## src/rtl/core/assert_macros.svh

```systemverilog
// assertion macros for the timeout queue rtl
`ifndef ASSERT_MACROS_SVH
`define ASSERT_MACROS_SVH
`ifndef SYNTHESIS
`define DSTQ_ASSERT(lbl, clk, rst_n, prop, msg) \
  lbl: assert property (@(posedge clk) disable iff (!rst_n) prop) else $error(msg);
`define DSTQ_ASSERT_NR(lbl, clk, prop, msg) \
  lbl: assert property (@(posedge clk) prop) else $error(msg);
`else
`define DSTQ_ASSERT(lbl, clk, rst_n, prop, msg)
`define DSTQ_ASSERT_NR(lbl, clk, prop, msg)
`endif
`endif

```

## src/rtl/core/dstq_pkg.sv

```systemverilog
// types and constants of the deadline sorted timeout queue
`default_nettype none
package dstq_pkg;

  localparam int DL_W  = 32;
  localparam int HD_W  = 16;
  localparam int OFF_W = 16;
  localparam int TPS_W = 7;
  localparam int MAX_OUT = 16;
  localparam int CNT_W = $clog2(MAX_OUT);

  localparam logic [TPS_W-1:0] TPS_RESET = 7'd50;

  localparam logic [1:0] KIND_TICK    = 2'd0;
  localparam logic [1:0] KIND_INSTALL = 2'd1;
  localparam logic [1:0] KIND_REMOVE  = 2'd2;
  localparam logic [1:0] KIND_NONE    = 2'd3;

  localparam logic [1:0] EV_ACK     = 2'd0;
  localparam logic [1:0] EV_EXPIRED = 2'd1;
  localparam logic [1:0] EV_FULL    = 2'd2;

  localparam logic [2:0] OP_HOLD    = 3'd0;
  localparam logic [2:0] OP_INSERT  = 3'd1;
  localparam logic [2:0] OP_MARK    = 3'd2;
  localparam logic [2:0] OP_COMPACT = 3'd3;
  localparam logic [2:0] OP_SHIFT   = 3'd4;

  typedef struct packed {
    logic            valid;
    logic [DL_W-1:0] deadline;
    logic [HD_W-1:0] handle;
  } entry_t;

  typedef struct packed {
    logic [2:0]      op;
    logic [DL_W-1:0] key;
    logic [HD_W-1:0] handle;
  } cmd_t;

endpackage
`default_nettype wire

```

## src/rtl/core/dstq_cell.sv

```systemverilog
// one slot of the sorted timeout chain
`default_nettype none
module dstq_cell import dstq_pkg::*; (
  input  wire logic   clk,
  input  wire logic   rst_n,
  input  wire cmd_t   cmd,
  input  wire entry_t prev,
  input  wire logic   prev_flag,
  input  wire entry_t next,
  output logic        flag,
  output entry_t      ent
);

  logic            valid_r, valid_nxt;
  logic [DL_W-1:0] dl_r, dl_nxt;
  logic [HD_W-1:0] hd_r, hd_nxt;

  // slot at or behind the insert point
  assign flag = !valid_r || (dl_r >= cmd.key);
  assign ent  = '{valid: valid_r, deadline: dl_r, handle: hd_r};

  always_comb begin
    valid_nxt = valid_r;
    dl_nxt    = dl_r;
    hd_nxt    = hd_r;
    unique case (cmd.op)
      OP_INSERT: begin
        if (flag) begin
          if (prev_flag) begin
            valid_nxt = prev.valid;
            dl_nxt    = prev.deadline;
            hd_nxt    = prev.handle;
          end else begin
            valid_nxt = 1'b1;
            dl_nxt    = cmd.key;
            hd_nxt    = cmd.handle;
          end
        end
      end
      OP_MARK: begin
        if (valid_r && (hd_r == cmd.handle)) begin
          valid_nxt = 1'b0;
        end
      end
      OP_COMPACT: begin
        if (!valid_r && next.valid) begin
          valid_nxt = 1'b1;
          dl_nxt    = next.deadline;
          hd_nxt    = next.handle;
        end else if (valid_r && !prev.valid) begin
          valid_nxt = 1'b0;
        end
      end
      OP_SHIFT: begin
        valid_nxt = next.valid;
        dl_nxt    = next.deadline;
        hd_nxt    = next.handle;
      end
      default: begin
        valid_nxt = valid_r;
      end
    endcase
  end

  always_ff @(posedge clk) begin
    if (!rst_n) begin
      valid_r <= 1'b0;
    end else begin
      valid_r <= valid_nxt;
    end
  end

  always_ff @(posedge clk) begin
    dl_r <= dl_nxt;
    hd_r <= hd_nxt;
  end

endmodule
`default_nettype wire

```

## src/rtl/core/deadline_sorted_timeout_queue.sv

```systemverilog
// top level of the deadline sorted timeout queue
`default_nettype none
// Timeout queue of QUEUE_DEPTH entries held in a chain of slots sorted by
// deadline in seconds, earliest first. One transaction is taken at a time:
// an install, a remove, a tick or an unknown kind runs through ST_EXEC; a
// remove then compacts in ST_COMPACT, closing the holes left by the deleted
// entries one slot a cycle, and a tick that ends a second then drains in
// ST_DRAIN, one result per cycle from the chain head while the result
// register is free (at most 16 expiries). ST_EXEC also waits on a free
// result register, that is, on out_tready while a result is held.
// tuser carries the transaction kind on input and the event code on output.
module deadline_sorted_timeout_queue import dstq_pkg::*; #(
  parameter int QUEUE_DEPTH = 16
) (
  input  wire logic             clk,
  input  wire logic             rst_n,
  input  wire logic             cfg_we,
  input  wire logic [TPS_W-1:0] cfg_wdata,   // ticks_per_second
  input  wire logic             in_tvalid,
  output logic                  in_tready,
  input  wire logic [31:0]      in_tdata,    // handle, offset_seconds
  input  wire logic [1:0]       in_tuser,    // kind
  output logic                  out_tvalid,
  input  wire logic             out_tready,
  output logic [15:0]           out_tdata,   // expired_handle
  output logic [1:0]            out_tuser,   // event_res
  output logic                  out_tlast    // last
);

  `include "assert_macros.svh"

  localparam logic [1:0] ST_IDLE    = 2'd0;
  localparam logic [1:0] ST_EXEC    = 2'd1;
  localparam logic [1:0] ST_COMPACT = 2'd2;
  localparam logic [1:0] ST_DRAIN   = 2'd3;

  localparam logic [QUEUE_DEPTH-1:0] ONE_D = QUEUE_DEPTH'(1);

  logic [1:0]       state_r, state_nxt;
  logic [1:0]       kind_r;
  logic [HD_W-1:0]  hd_r;
  logic [DL_W-1:0]  when_r;
  logic [DL_W-1:0]  sec_r, sec_nxt;
  logic [TPS_W-1:0] tl_r, tl_nxt;
  logic [TPS_W-1:0] tps_r;
  logic [CNT_W-1:0] cnt_r, cnt_nxt;

  logic             out_valid_r;
  logic [1:0]       out_ev_r;
  logic [HD_W-1:0]  out_hd_r;
  logic             out_last_r;

  logic             emit, out_free;
  logic [1:0]       ev_sel;
  logic [HD_W-1:0]  hd_sel;
  logic             last_sel;

  cmd_t             cmd;
  entry_t           ent [QUEUE_DEPTH];
  logic             flag [QUEUE_DEPTH];
  logic [QUEUE_DEPTH-1:0] vld;
  logic             hole_gap;
  logic             head_exp, next_exp;

  genvar gi;
  generate
    for (gi = 0; gi < QUEUE_DEPTH; gi++) begin : g_cell
      entry_t prev_e, next_e;
      logic   prev_f;
      if (gi == 0) begin : g_first
        assign prev_e = '{valid: 1'b1, deadline: '0, handle: '0};
        assign prev_f = 1'b0;
      end else begin : g_mid
        assign prev_e = ent[gi-1];
        assign prev_f = flag[gi-1];
      end
      if (gi == QUEUE_DEPTH-1) begin : g_last
        assign next_e = '{valid: 1'b0, deadline: '0, handle: '0};
      end else begin : g_inner
        assign next_e = ent[gi+1];
      end
      dstq_cell u_cell (
        .clk       (clk),
        .rst_n     (rst_n),
        .cmd       (cmd),
        .prev      (prev_e),
        .prev_flag (prev_f),
        .next      (next_e),
        .flag      (flag[gi]),
        .ent       (ent[gi])
      );
      assign vld[gi] = ent[gi].valid;
    end
  endgenerate

  assign hole_gap = |(~vld[QUEUE_DEPTH-2:0] & vld[QUEUE_DEPTH-1:1]);
  assign head_exp = ent[0].valid && (ent[0].deadline <= sec_r);
  assign next_exp = ent[1].valid && (ent[1].deadline <= sec_r);

  assign in_tready = (state_r == ST_IDLE);
  assign out_free  = !out_valid_r || out_tready;

  always_comb begin
    state_nxt  = state_r;
    sec_nxt    = sec_r;
    tl_nxt     = tl_r;
    cnt_nxt    = cnt_r;
    cmd.op     = OP_HOLD;
    cmd.key    = when_r;
    cmd.handle = hd_r;
    emit       = 1'b0;
    ev_sel     = EV_ACK;
    hd_sel     = '0;
    last_sel   = 1'b1;
    unique case (state_r)
      ST_IDLE: begin
        if (in_tvalid) begin
          state_nxt = ST_EXEC;
        end
      end
      ST_EXEC: begin
        if (out_free) begin
          emit      = 1'b1;
          state_nxt = ST_IDLE;
          case (kind_r)
            KIND_INSTALL: begin
              if (vld[QUEUE_DEPTH-1]) begin
                ev_sel = EV_FULL;
              end else begin
                cmd.op = OP_INSERT;
              end
            end
            KIND_REMOVE: begin
              cmd.op    = OP_MARK;
              state_nxt = ST_COMPACT;
            end
            KIND_TICK: begin
              if (tl_r <= 7'd1) begin
                tl_nxt    = (tps_r == '0) ? 7'd1 : tps_r;
                sec_nxt   = sec_r + 32'd1;
                cnt_nxt   = '0;
                emit      = 1'b0;
                state_nxt = ST_DRAIN;
              end else begin
                tl_nxt = tl_r - 7'd1;
              end
            end
            default: begin
              ev_sel = EV_ACK;
            end
          endcase
        end
      end
      ST_COMPACT: begin
        if (hole_gap) begin
          cmd.op = OP_COMPACT;
        end else begin
          state_nxt = ST_IDLE;
        end
      end
      ST_DRAIN: begin
        if (out_free) begin
          emit = 1'b1;
          if (head_exp) begin
            ev_sel   = EV_EXPIRED;
            hd_sel   = ent[0].handle;
            last_sel = (cnt_r == CNT_W'(MAX_OUT - 1)) || !next_exp;
            cmd.op   = OP_SHIFT;
            cnt_nxt  = cnt_r + CNT_W'(1);
            if (last_sel) begin
              state_nxt = ST_IDLE;
            end
          end else begin
            state_nxt = ST_IDLE;
          end
        end
      end
      default: begin
        state_nxt = ST_IDLE;
      end
    endcase
  end

  always_ff @(posedge clk) begin
    if (!rst_n) begin
      state_r     <= ST_IDLE;
      sec_r       <= '0;
      tl_r        <= TPS_RESET;
      tps_r       <= TPS_RESET;
      cnt_r       <= '0;
      out_valid_r <= 1'b0;
    end else begin
      state_r <= state_nxt;
      sec_r   <= sec_nxt;
      tl_r    <= tl_nxt;
      cnt_r   <= cnt_nxt;
      if (cfg_we) begin
        tps_r <= cfg_wdata;
      end
      if (emit) begin
        out_valid_r <= 1'b1;
      end else if (out_tready) begin
        out_valid_r <= 1'b0;
      end
    end
  end

  always_ff @(posedge clk) begin
    if (in_tvalid && in_tready) begin
      kind_r <= in_tuser;
      hd_r   <= in_tdata[HD_W-1:0];
      when_r <= sec_r + {{(DL_W-OFF_W){1'b0}}, in_tdata[HD_W+OFF_W-1:HD_W]};
    end
    if (emit) begin
      out_ev_r   <= ev_sel;
      out_hd_r   <= hd_sel;
      out_last_r <= last_sel;
    end
  end

  assign out_tvalid = out_valid_r;
  assign out_tuser  = out_ev_r;
  assign out_tdata  = out_hd_r;
  assign out_tlast  = out_last_r;

  `DSTQ_ASSERT(a_packed_idle, clk, rst_n,
    (state_r == ST_IDLE) |-> (((vld + ONE_D) & vld) == '0),
    "queue not packed while idle")
  `DSTQ_ASSERT(a_full_hold, clk, rst_n,
    (state_r == ST_EXEC && kind_r == KIND_INSTALL && vld[QUEUE_DEPTH-1] && out_free)
      |=> $stable(vld),
    "full install changed the queue")
  `DSTQ_ASSERT(a_drain_shift, clk, rst_n,
    (state_r == ST_DRAIN && emit && ev_sel == EV_EXPIRED) |=> (vld == ($past(vld) >> 1)),
    "expiry did not pop the head")
  `DSTQ_ASSERT_NR(a_sec_step, clk,
    (rst_n && $past(rst_n) && (sec_r != $past(sec_r))) |-> (sec_r == $past(sec_r) + 32'd1),
    "seconds counter jumped")

endmodule
`default_nettype wire
```

## config.mk

```make
export PLATFORM = sky130hd
export DESIGN_NAME = deadline_sorted_timeout_queue
export DESIGN_NICKNAME = d
export VERILOG_FILES = /design/src/rtl/core/dstq_pkg.sv /design/src/rtl/core/dstq_cell.sv /design/src/rtl/core/deadline_sorted_timeout_queue.sv
export VERILOG_INCLUDE_DIRS = /design/src /design/src/rtl/core
export SDC_FILE = /design/constraint.sdc
export NUM_CORES = 2
export LEC_CHECK = 0
export BUFFER_PORTS_ARGS = -buffer_cell sky130_fd_sc_hd__buf_4
export CAP_MARGIN = 10
export CORE_MARGIN = 2
export CORE_UTILIZATION = 60
export CTS_CLUSTER_SIZE = 14
export DETAILED_ROUTE_END_ITERATION = 6
export GPL_TIMING_DRIVEN = 0
export HOLD_SLACK_MARGIN = 0.1
export PLACE_DENSITY = 0.76
export SYNTH_ARGS = -nofsm -noshare
export SYNTH_HDL_FRONTEND = slang
export SYNTH_SLANG_ARGS = --single-unit
```

## constraint.sdc

```tcl
create_clock -name clk -period 11.9 [get_ports clk]
set_clock_uncertainty 0.15 [all_clocks]
set_input_delay 0.595 -clock clk [delete_from_list [all_inputs] [get_ports clk]]
set_output_delay 0.595 -clock clk [all_outputs]
set_load 0.005 [all_outputs]
```

* Word-level counts from Yosys, hierarchy flattened
Cells that the tools add are included.
Word-level totals: input port bits 46, output and inout bits 21, latch bits 0, memories kept 0, word-level logic and storage cells 550, RAM bits 0, bits in registers 906, memory bits (read-only) 0
Cells by class: $add $sub $neg 4, eq/ne operators 95, bitwise logic cells 2, reductions and logical operators 116, magnitude comparators 19, divide/modulo/power cells 0, shift-type cells 0, multiply operators 0, multiplexer cells 254
Operator list (number):
- 32-bit 2-to-1 mux | 46
- 32-bit case mux with 3 select lines | 15
- 16-bit 2-to-1 mux | 46
- 16-bit case mux with 3 select lines | 15
- 32-bit greater-or-equal comparator | 16
- 16-bit equality test | 16
- 2-bit by 1-bit != test with 1-bit output (second input constant) | 46
- 1-bit 2-to-1 mux | 86
- 4-bit AND reduction | 17
- 32-bit less-or-equal comparator | 2
- 1-bit case mux with 4 select lines | 16
- 32-bit case mux with 2 select lines | 1
- 3-bit AND reduction | 17
- 3-bit by 1-bit != test with 1-bit output (second input constant) | 14
- 1-bit logical AND | 34
- 32-bit by 1-bit adder with 32-bit output (second input constant) | 1
- 32-bit by 16-bit adder with 32-bit output | 1
- 16-bit case mux with 2 select lines | 1
- 2-bit 2-to-1 mux | 12
- 4-bit 2-to-1 mux | 5
- 1-bit zero test | 18
- 1-bit logical OR | 18
- 2-bit != test (second input constant) | 8
- 15-bit AND | 1
- other kinds (27) | 38

* Depth between registers and ports, before layout
word-level depth 8, mapped depth 14

* Modules after synthesis
Synthesis repeated with hierarchy kept, for this count alone.
Second synthesis, totals: cells, all modules 6733, area total of the unflattened synthesis 64904.7 um^2
Modules (own cells, without submodules):
- dstq_cell (g_cell[0].u_cell ...) | cells an instance 374, instances 14, sequential area each 1461.4 um^2, area an instance 3594.7 um^2
- deadline_sorted_timeout_queue | cells an instance 749, instances 1, sequential area each 3133.0 um^2, area an instance 7359.6 um^2
- dstq_cell (g_cell[8].u_cell ...) | cells an instance 374, instances 2, sequential area each 1461.4 um^2, area an instance 3609.7 um^2

* Worst setup path before layout
No wires, ideal clock.
kind register to register, start reg sec_r[16], end reg g_cell[3].u_cell.dl_r[0], enable pin, data required time 11.224 ns, library setup time 0.526 ns, slack 5.212 ns, buffers on the path 2, arrival 6.013 ns, cell stages (with the launch flop) 12, path through dfxtp_1 clkbuf_1 inv_1 ha_1 nand4_1 nor4_1 and2_1 o22ai_1 o31ai_2 buf_2 nor2_2 a211oi_1
Between the ends: word-level cells in the longest chain between the ends 8
Ends and longest elaborated chain:
- start, declared | RTL line deadline_sorted_timeout_queue.sv:43 | logic [DL_W-1:0] sec_r, sec_nxt;
- start signal, assigned | RTL line deadline_sorted_timeout_queue.sv:194 | sec_r <= sec_nxt;
- 32-bit less-or-equal comparator * | RTL line deadline_sorted_timeout_queue.sv:97 | assign head_exp = ent[0].valid && (ent[0].deadline <= sec_r);
- 1-bit logical AND * | RTL line deadline_sorted_timeout_queue.sv:97
- 3-bit 2-to-1 mux * | RTL line deadline_sorted_timeout_queue.sv:164 | if (head_exp) begin
- 3-bit 2-to-1 mux * | RTL line deadline_sorted_timeout_queue.sv:162 | if (out_free) begin
- 3-bit case mux with 3 select lines * | RTL line deadline_sorted_timeout_queue.sv:115 | unique case (state_r)
- 3-bit by 2-bit equality test with 1-bit output, or another cell as far along | RTL line dstq_cell.sv:26 | unique case (cmd.op)
- 2-bit by 1-bit != test with 1-bit output (no line) / 3-bit nonzero test (equally long branches)
- 3-bit AND reduction (no line) *
- end signal, assigned | RTL line dstq_cell.sv:74 | dl_r <= dl_nxt;
- end, declared | RTL line dstq_cell.sv:15 | logic [DL_W-1:0] dl_r, dl_nxt;
Mark *: on every way between the ends. The rest lies on a longest branch, timed or not. A chain may end at the register's enable or synchronous reset.

* Final worst setup path
start reg sec_r[9], end reg g_cell[0].u_cell.dl_r[31] (data pin)
Between the ends: word-level cells in the longest chain between the ends 7
Ends and longest elaborated chain (RTL line):
- 32-bit less-or-equal comparator * | deadline_sorted_timeout_queue.sv:97
- 1-bit logical AND * | deadline_sorted_timeout_queue.sv:97
- 3-bit 2-to-1 mux * | deadline_sorted_timeout_queue.sv:164
- 3-bit 2-to-1 mux * | deadline_sorted_timeout_queue.sv:162
- 3-bit case mux with 3 select lines * | deadline_sorted_timeout_queue.sv:115
- 3-bit equality test, or another cell as far along | dstq_cell.sv:26
- 32-bit case mux with 3 select lines * | dstq_cell.sv:26
- via g_cell[0].u_cell.dl_nxt[31] | dstq_cell.sv:15
- end signal, assigned | dstq_cell.sv:74
- end, declared | dstq_cell.sv:15
The timed path passes the listed nets; every way through them passes the cells marked *.

==> flow_summary.yaml <==
sta:
  hold_viol_final: 0
  finalCriticalPeriod_ps: 6377
  fin_crit_sh_pct: 53.59
  fin_tns_setup_ps: 0
  worst_pin_slew_ps: 1369
  relSlewSlack_pct: 8.756
  drv_slew: 0
  rsz0062_at_grt: "false"
  setup_viol: 0
  fmax_ghz: 0.1568
synth:
  yosysTopAreaCellShare_pct: 42.10
  synth_seq_cells: 906
  syn_area_um2: 59700
  syn_inst: 5895
  ys_dominant_reg_cell: "edfxtp_1"
  synth.avg_cell_area_um2: 10.13
  synth_edf_count: 837
  synth_common_cells: "edfxtp_1, nand2_1, o21ai_0"
  async_flop_share_pct: 0
  synth_cell_type_count: 77
  yosys.area.top_type: "edfxtp_1"
  synthesis.nets: 6509
  ys_warn_count: 0
  post-synth-top-count-cell: "edfxtp_1"
  synth_area_leaders: "edfxtp_1, ha_1, mux2i_1"
  ys_seq_area_share_pct: 44.41
cells_and_area:
  synthToLayoutAreaGrowth_pct: 10.36
  final_util_pct: 66.85
  fillCellCount: 7923
  drive_gt1_share_pct: 5.676
  layout.nets: 6733
drt:
  drtPass1Iterations: 6
  num_vias: 48579
  wl_mm: 197.6
  post_drt_wl_per_cell_um: 26.38
  drt_iter0_markers: 6453
  ant_nets: 0
  drcViolationCount: 0
  via_per_inst: 6.485
critical_path:
  path_max_fanout: 10
  worst-setup-path-type: "reg -> reg"
  startpoint_type: "register"
  cp_cell_sequence: "inv_1, ha_1, nand4_1, nor4_1, o21ai_0, o41a_1, o31ai_2, buf_2, buf_2, clkbuf_1, o21ai_0"
  required_ps: 12140
  cpPeakStageDelay_ps: 1040
  end_kind: "register"
  cp_slowest_cell: "o31ai_2"
  cp_data_arrival_time_ps: 6620
cts:
  cts_tree: "yes"
  clock_latency_ps: 710
  clock-sinks: 906
  clkTransAtPathRegs_ps: 60
  h-tree-depth: 3
  cts_buffers: 101
  cts_buffer_depth: 3
  cts_resized: 0
  ctsRootBufferMaster: "clkbuf_16"
floorplan:
  dieArea_um2: 102000
  start_util_pct: 60.57
  core_area_um2: 98560
  row_count: 115
  boundaryPins: 67
  die_y_um: 319.4
  die_x_um: 319.4
power_and_ir_drop:
  p_leak_nw: 23.78
  power_density_nw_per_um2: 121.8
  p_total_mw: 8.023
  vdd_ir_drop_max_v: 0.0001383
place:
  numPortBuffers: 65
  place.gp.congestion: 1.059
  dp_hpwl_mm: 161.1
global_route:
  antenna_found_initial: 3
  grt_pass1_vias: 47452
  grt_max_degree: 34
  grt_overflow_total: 0
  grt.total_usage_pct: 37.98
  grt_pass1_wl_mm: 289.6
outcome:
  status: "finished clean"
worst_hold_path:
  hp-class: "in -> reg"
job:
  drv_cap: 0
-- stage by stage --
step	cells	hold slack (ps)	setup WS, ps	cell area, µm²
after floorplan	5895	301.9	5212	59700
after detailed placement	7277	324.9	5824	62460
after CTS	7489	100.1	5780	65880
final	7491	137.2	5523	65890
after global placement	7247	317.3	1502	61800
after global routing	7489	116.9	5497	65880
-- power by group --
group	leakage, nW	switching [mW]	internal (mW)	total, mW
clock network	1.55	1.38	1.74	3.12
logic	14.1	0.775	0.416	1.19
registers	8.16	0.0998	3.61	3.71
-- placed cells by master, fill, tap and decap left out, types with 84 or more instances in the layout --
cell type / netlist / routed
a21oi_1: 337 / 333
nand2_1: 786 / 786
xnor2_1: 213 / 213
xor2_1: 94 / 94
edfxtp_1: 837 / 837
clkbuf_1: 278 / 300
nand3_1: 84 / 84
ha_1: 567 / 567
mux2i_1: 650 / 650
o21ai_0: 724 / 724
clkbuf_16: 0 / 104
inv_1: 104 / 103
nand4_1: 124 / 124
nor2_1: 331 / 329
a21o_1: 104 / 104
-- final timing paths --
kind | startpoint | end | slack (ps) | cells after the start
setup reg to reg | sec_r[9]$_SDFFE_PN0P_ | g_cell[0].u_cell.dl_r[31]$_DFFE_PP_ | 5520 | 11
hold / removal | in_tdata[16] | when_r[0]$_DFFE_PP_ | 140 | 2
setup / recovery | sec_r[9]$_SDFFE_PN0P_ | g_cell[0].u_cell.dl_r[31]$_DFFE_PP_ | 5520 | 11
hold reg to reg | sec_r[28]$_SDFFE_PN0P_ | sec_r[28]$_SDFFE_PN0P_ | 330 | 2
-- sequential cells by signal (all words and copies together) (netlist names) --
register and cells:
sec_r 32, g_cell.u_cell.hd_r 256, out_tvalid 1, state_r 2, hd_r 16, out_tuser 2
tl_r 7, g_cell.u_cell.dl_r 512, cnt_r 4, when_r 32, out_tlast 1, out_tdata 16
tps_r 7, kind_r 2, g_cell.u_cell.valid_r 16
-- cells by family after synthesis --
group | after synthesis | synth area share, %
DFF | 906 | 44.41
muxes | 650 | 10.90
xor gates and xnor gates | 307 | 4.504
adders and majority gates | 568 | 11.92
and+or+nand+nor | 1577 | 11.74
buffers and inverters | 490 | 3.280
AOI/OAI and AO/OA | 1397 | 13.25
-- metal layers --
metal  vias up  part of all wire, %  wire [µm]  track usage, %
li1      22266                    -          -               -
met3       391                   11      21970           8.853
met5         -                    0          0               0
met4         0                  4.5       8949           15.22
met1     23367                   41      81260           52.24
met2      2555                   43      85440           58.10
-- final cells by class --
class / count / area, µm² / share of cell area [%]
antenna: 2 / 5.005 / 0.007596
buffer: 384 / 1560 / 2.368
clock buffer: 129 / 2726 / 4.138
clock inverter: 57 / 432.9 / 0.6570
inverter: 106 / 397.9 / 0.6039
multi-input combinational: 4499 / 31350 / 47.57
sequential: 906 / 26520 / 40.24
tap: 1287 / 1610 / 2.444
timing repair buffer: 121 / 1295 / 1.965
-- what timing repair did --
action                                  4_1_cts  5_1_grt
hold buffers                                 26        0
endpoints found under the setup margin        0        0
buffers inserted                              0        0
endpoints found under the hold margin        29        0
-- worst max-delay path: cells and delay by family, from the launching register on --
family	cells	cell delay [ps]
DFF	1	480
adders and majority gates	1	320
AOI/OAI and AO/OA	4	1900
buffers and inverters	4	2160
and+or+nand+nor	2	1040
Note: power is estimated with default switching activity, not from simulation.
